## src/hdl/rce_pkg.sv

```systemverilog
// Shared types and constants for the Roberts cross edge magnitude block.
// Used by the controller, the datapath and the top level. No dependencies.
package rce_pkg;

    localparam int PIX_W      = 8;
    localparam int ROW_W      = 12;
    localparam int COL_OUT_W  = 10;
    localparam int WCFG_W     = 11;
    localparam int CFG_W      = 12;
    localparam int SQ_W       = 16;
    localparam int SUM_W      = 17;
    localparam int RAD_W      = 18;
    localparam int ROOT_W     = 9;
    localparam int REM_W      = 10;
    localparam int TRIAL_W    = 12;
    localparam int ROOT_STEPS = 9;
    localparam int STEP_W     = 4;
    localparam int RES_N      = 4;

    localparam logic IDX_WIDTH  = 1'b0;
    localparam logic IDX_HEIGHT = 1'b1;

    localparam logic [WCFG_W-1:0] WIDTH_RESET  = 11'd640;
    localparam logic [ROW_W-1:0]  HEIGHT_RESET = 12'd480;
    localparam logic [PIX_W-1:0]  MAG_MAX      = 8'd255;

    typedef struct packed {
        logic take;
        logic diff;
        logic root_step;
        logic emit;
    } cmd_t;

    typedef struct packed {
        logic mask_empty;
        logic mask_single;
        logic out_full;
    } sts_t;

endpackage

```

## src/hdl/rce_ctrl.sv

```systemverilog
// Controller state machine of the Roberts cross edge magnitude block.
// Depends on rce_pkg for the command and status structs.
module rce_ctrl
(
    input  logic          clk,
    input  logic          rst_n,
    input  logic          in_valid,
    input  logic          out_stall,
    input  rce_pkg::sts_t sts,
    output logic          in_stall,
    output rce_pkg::cmd_t cmd
);
    import rce_pkg::*;

    typedef enum logic [3:0] {
        S_IDLE = 4'b0001,
        S_DIFF = 4'b0010,
        S_ROOT = 4'b0100,
        S_EMIT = 4'b1000
    } state_t;

    state_t              state_reg;
    state_t              state_next;
    logic [STEP_W-1:0]   step_reg;
    logic [STEP_W-1:0]   step_next;

    always_comb
    begin
        state_next = state_reg;
        step_next  = step_reg;
        cmd        = '0;
        case (state_reg)
            S_IDLE:
            begin
                if (in_valid)
                begin
                    cmd.take   = 1'b1;
                    state_next = S_DIFF;
                end
            end
            S_DIFF:
            begin
                cmd.diff   = 1'b1;
                step_next  = '0;
                state_next = S_ROOT;
            end
            S_ROOT:
            begin
                cmd.root_step = 1'b1;
                if (step_reg == STEP_W'(ROOT_STEPS - 1))
                begin
                    state_next = sts.mask_empty ? S_IDLE : S_EMIT;
                end
                else
                begin
                    step_next = step_reg + STEP_W'(1);
                end
            end
            S_EMIT:
            begin
                if (!sts.out_full || !out_stall)
                begin
                    cmd.emit = 1'b1;
                    if (sts.mask_single)
                    begin
                        state_next = S_IDLE;
                    end
                end
            end
            default:
            begin
                state_next = S_IDLE;
            end
        endcase
    end

    assign in_stall = (state_reg != S_IDLE);

    always_ff @(posedge clk or negedge rst_n)
    begin
        if (!rst_n)
        begin
            state_reg <= S_IDLE;
            step_reg  <= '0;
        end
        else
        begin
            state_reg <= state_next;
            step_reg  <= step_next;
        end
    end

endmodule

```

## config.mk

```make
export PLATFORM = sky130hd
export DESIGN_NAME = rce_ctrl
export DESIGN_NICKNAME = d
export VERILOG_FILES = /design/src/hdl/rce_pkg.sv /design/src/hdl/rce_ctrl.sv
export SDC_FILE = /design/constraint.sdc
export NUM_CORES = 1
export LEC_CHECK = 0
export BUFFER_PORTS_ARGS = -buffer_cell sky130_fd_sc_hd__buf_2
export CELL_PAD_IN_SITES_DETAIL_PLACEMENT = 2
export CELL_PAD_IN_SITES_GLOBAL_PLACEMENT = 2
export CORE_UTILIZATION = 29
export DETAILED_ROUTE_END_ITERATION = 10
export GPL_ROUTABILITY_DRIVEN = 0
export GPL_TIMING_DRIVEN = 0
export PLACE_DENSITY_LB_ADDON = 0.1
export RECOVER_POWER = 100
export SLEW_MARGIN = 20
export SYNTH_ARGS = -nofsm -noshare
export SYNTH_HDL_FRONTEND = slang
export SYNTH_SLANG_ARGS = --single-unit
```

## constraint.sdc

```tcl
create_clock -name clk -period 1.6 [get_ports clk]
set_input_delay 0.24 -clock clk [delete_from_list [all_inputs] [get_ports clk]]
set_output_delay 0.24 -clock clk [all_outputs]
set_load 0.01 [all_outputs]
```

* Word-level counts from Yosys, hierarchy flattened
Cells that the tools add are included.
Word-level totals: bits in registers 8, output and inout bits 5, logic and storage cells 34, input port bits 7, bits in writable memories 0, bits in latches 0, memory bits (read-only) 0, memories kept 0
Operators by class: order comparisons 0, multiplexer cells 14, equality and inequality tests 11, bitwise logic cells 0, shift operators 0, $mul 0, $add $sub $neg 1, div/mod/pow operators 0, reductions and logical operators 6
Operators by type and width (count):
- $mux 4 | 6
- $pmux 4 s4 | 1
- $ne 2x2->1 const B | 5
- $eq 4x4->1 const B | 2
- $pmux 4 s2 | 1
- $mux 1 | 6
- $add 4x1->4 const B | 1
- $eq 4x1->1 const B | 1
- $eq 4x2->1 const B | 1
- $eq 4x3->1 const B | 1
- $ne 4x1->1 const B | 1
- $reduce_and 4->1 | 1
- $logic_not 1->1 | 2
- $reduce_and 2->1 | 1
- $reduce_bool 2->1 | 1
- $logic_or 1x1->1 | 1

* Depth between registers and ports, before layout
depth after elaboration 4, mapped depth 5, mapped depth without buffers 5

* Worst setup path before layout
Ideal clock, no wire load.
path kind register -> output, from register state_reg[0], to output port cmd[3] in the netlist's numbering, data arrival time 1.279 ns, stages on the path, launching flop included 3, setup slack 0.081 ns, buffers on the path 0, required time 1.360 ns, cells stage by stage dfstp_2 > or4b_1 > nor2_1
RTL lines:
- from (decl) | line rce_ctrl.sv:22 | state_t state_reg;
- from (signal assigned) | line rce_ctrl.sv:88 | state_reg <= state_next;
- to (decl) | line rce_ctrl.sv:11 | output rce_pkg::cmd_t cmd

==> tab_implementation.tex <==
\begin{tabular}{lr}
\hline
Metric & Value \\
\hline
\multicolumn{2}{l}{\textbf{Worst setup path}} \\
Setup crit start & state\_reg[0] \\
Endpoint of the worst setup timing path & cmd[3] \\
Data required time of the critical path & 1.36 ns \\
Worst Setup End Kind & primary output \\
Critical path's largest stage delay & 0.56 ns \\
Slowest stage cell, crit path & sky130\_fd\_sc\_hd\_\_dfstp\_2 \\
CP Data Arrival Time & 1.53 ns \\
Depth of the most critical reg-to-reg path & 3 \\
Maximum fanout count along the critical path & 6 \\
Class of the most critical setup path & flop to primary output \\
FF-to-FF setup slack & 0.13 ns \\
Endpoint of the most critical register-to-register path & step\_reg[3] \\
Origin of the critical flop-to-flop path & state\_reg[1] \\
Type of element launching the critical path & flop \\
Cell chain of the critical path & or4b\_4 > nor2\_4 > buf\_6 \\
\multicolumn{2}{l}{\textbf{Pwr}} \\
Post-layout total power & 925 uW \\
Largest vdd supply drop & 570 uV \\
Power Density & 1490 nW/um\^{}2 \\
LEAKAGE & 0.000285 uW \\
\multicolumn{2}{l}{\textbf{Logic synthesis}} \\
Top area cells in the synthesized netlist & sky130\_fd\_sc\_hd\_\_dfrtp\_1, sky130\_fd\_sc\_hd\_\_or4b\_1, sky130\_fd\_sc\_hd\_\_dfstp\_2 \\
Share of flip-flops with an asynchronous set or reset after synthesis & 100\% \\
Cell type contributing the most total cell area after synthesis & sky130\_fd\_sc\_hd\_\_dfrtp\_1 \\
YS warnings & 0 \\
Area of the mapped netlist & 479 sq um \\
Number of flip-flops and latches in the synthesized netlist & 8 \\
Top\_reg\_cell synth & sky130\_fd\_sc\_hd\_\_dfrtp\_1 \\
Most frequent cells after synthesis & sky130\_fd\_sc\_hd\_\_dfrtp\_1, sky130\_fd\_sc\_hd\_\_inv\_1 \\
Proportion of netlist area held by the largest area contributor & 36.6\% \\
Post-synth net total & 56 \\
Seq/Total Area, Yosys & 42.0\% \\
Library cells used by synthesis & 25 \\
Mapped Avg Cell Area & 10.2 sq um \\
Post-synth EDFFs & 0 \\
Syn Inst Count & 47 \\
Most frequent cell after synthesis & sky130\_fd\_sc\_hd\_\_dfrtp\_1 \\
\multicolumn{2}{l}{\textbf{STA}} \\
Count of pins over their slew limit & 0 \\
Total count of hold-check failures in the final report & 0 \\
Slew at the pin with the worst max-slew slack & 0.446 ns \\
Relative slew margins & 70.3\% \\
RSZ-0062 raised after global routing & true \\
Min cycle time layout & 1.77 ns \\
Worst Clk Skew & 0.0155 ns \\
Setup violation total in the final timing report & 5 \\
Setup slack of the critical path after layout & -0.166 ns \\
Maximum clock rate & 566 MHz \\
Portion of the clock cycle consumed by the worst path in the final layout & 110\% \\
\multicolumn{2}{l}{\textbf{Cells and area}} \\
Post-route non-filler standard cell count & 80 \\
Synth-to-layout area growth & 29.8\% \\
Ratio of cells with drive above 1 in the final layout & 37.5\% \\
Number of antenna diodes & 0 \\
Number of nets in the final layout & 74 \\
\multicolumn{2}{l}{\textbf{GRT}} \\
Number of global-route vias before repair & 447 \\
Total congestion overflow & 0 \\
Initial antenna violation count & 0 \\
All-Layer GR Usage & 16.0\% \\
Pin count of the biggest net entering global routing & 9 \\
Wire length of the first global-routing pass & 2130 microns \\
\multicolumn{2}{l}{\textbf{Route}} \\
Number of routed nets with antenna violations & 0 \\
Vias & 440 \\
Detailed route wirelength on metal2 & 581 microns \\
Total iterations of the first detailed-routing run & 3 \\
Uppermost layer routed & met4 \\
Met1 Wirelength & 499 microns \\
Wire length reported by the detailed router & 1150 microns \\
Detail Route met3 WL & 47 microns \\
Via count normalized by instance count & 5.50 \\
\# DRC & 0 \\
Post-detailed-route wirelength per cell & 14.4 microns \\
Initial DRC Count & 3 \\
\multicolumn{2}{l}{\textbf{Run status}} \\
Violations in the final reports & negative setup slack \\
Status & finished, violations left \\
\multicolumn{2}{l}{\textbf{Floorplanning}} \\
Area of the core & 1520 sq um \\
DIE HEIGHT & 42.7 microns \\
Die width & 42.7 microns \\
Die Area & 1820 sq um \\
Cell row count & 14 \\
Ports & 12 \\
Effective utilization at floorplan & 31.4\% \\
\multicolumn{2}{l}{\textbf{Clock tree}} \\
Clock transition at path regs & 0.05 ns \\
Clock latency on the worst-skew pair & 0.26 ns \\
Clock Tree Buf Depth & 2 \\
Clock Sinks & 8 \\
Library cell used as clock root buffer & sky130\_fd\_sc\_hd\_\_clkbuf\_4 \\
H-tree level count & 1 \\
CTS tree & done \\
Number of buffers inserted during clock tree synthesis & 3 \\
\multicolumn{2}{l}{\textbf{Placement}} \\
Input/output buffers & 11 \\
\# placed instances & 74 \\
Placed wire-length estimate & 858 microns \\
Worst slack at placement & 0.0361 ns \\
\multicolumn{2}{l}{\textbf{Run}} \\
Max-cap check violation count & 0 \\
\multicolumn{2}{l}{\textbf{Worst hold path}} \\
Worst min-delay path category & primary input to flop \\
\hline
\end{tabular}
metal layers:
layer,GRT usage [%],vias to the layer above
met5,0,-
met4,7.50,0
met3,2.55,5
met2,27.0,12
met1,19.8,213
li1,-,210
layout make-up:
class,instances,area (sq um)
Fill cell,178,902
Multi-Input combinational cell,32,258
Sequential cell,8,203
Timing Repair Buffer,13,83.8
Inverter,7,31.3
Clock buffer,4,26.3
Tap cell,16,20.0
power by group:
part,internal (uW),leakage [uW],switching [uW]
Clock,95.7,0.0000150,75.6
Sequential,273,0.000104,82.9
Combinational,210,0.000166,188
Total,578,0.000285,346
worst max-delay path: cells and delay by family, from the launching register on:
kind / cells / cell delay, ns
DFF: 1 / 0.56
and+or+nand+nor: 2 / 0.61
buffers and inverters: 1 / 0.10
worst min-delay path by stage:
stage,start,endpoint,slack [ns],depth (start not counted)
2_1_floorplan,rst_n,state_reg[1],-0.06,0
5_1_grt,in_valid,state_reg[0],0.14,2
4_1_cts,in_valid,state_reg[0],0.14,2
3_5_place_dp,rst_n,state_reg[3],0.1,1
6_report,in_valid,state_reg[0],0.15,2
3_3_place_gp,rst_n,state_reg[3],0.1,1
cell families after synthesis:
logic type / after synthesis / share of synthesized area [%]
buffers and inverters: 7 / 6.53
flip-flops: 8 / 42.0
AO/OA/AOI/OAI: 13 / 23.0
adder cells (fa/ha/maj): 2 / 5.22
AND/OR/NAND/NOR: 17 / 23.2
layout by cell type (no fill, tap or decap), types with 2 or more instances in the layout:
cell type | netlist | routed
sky130_fd_sc_hd__buf_2 | 0 | 8
sky130_fd_sc_hd__inv_1 | 6 | 6
sky130_fd_sc_hd__dfrtp_1 | 7 | 6
sky130_fd_sc_hd__nand2_1 | 3 | 3
sky130_fd_sc_hd__nand3_1 | 3 | 3
sky130_fd_sc_hd__clkbuf_4 | 0 | 3
sky130_fd_sc_hd__or4b_4 | 1 | 2
sky130_fd_sc_hd__or4b_1 | 3 | 2
sky130_fd_sc_hd__a21oi_1 | 2 | 2
sky130_fd_sc_hd__o21ai_0 | 2 | 2
sky130_fd_sc_hd__nor2_1 | 3 | 2
sky130_fd_sc_hd__ha_1 | 2 | 2
sky130_fd_sc_hd__clkbuf_1 | 0 | 2
sky130_fd_sc_hd__buf_6 | 0 | 2
stage by stage:
| step | hold slack, ns | util, % | instance area [sq um] | setup TNS, ns |
|---|---|---|---|---|
| after floorplan | -0.0556 | - | 479 | 0 |
| after global placement | 0.0982 | 36.4 | 554 | 0 |
| after detailed placement | 0.0982 | 36.4 | 554 | 0 |
| after CTS | 0.144 | 39.9 | 608 | -0.759 |
| after global routing | 0.141 | 40.8 | 622 | -1.04 |
| final | 0.153 | 40.8 | 622 | -0.694 |
what timing repair did:
action,4_1_cts,5_1_grt
setup buffers,1,0
gates resized for setup,2,4
hold endpoints to repair,7,0
hold buffers,1,0
endpoints found under the setup margin,5,5
Note: power is estimated with default switching activity, not from simulation.
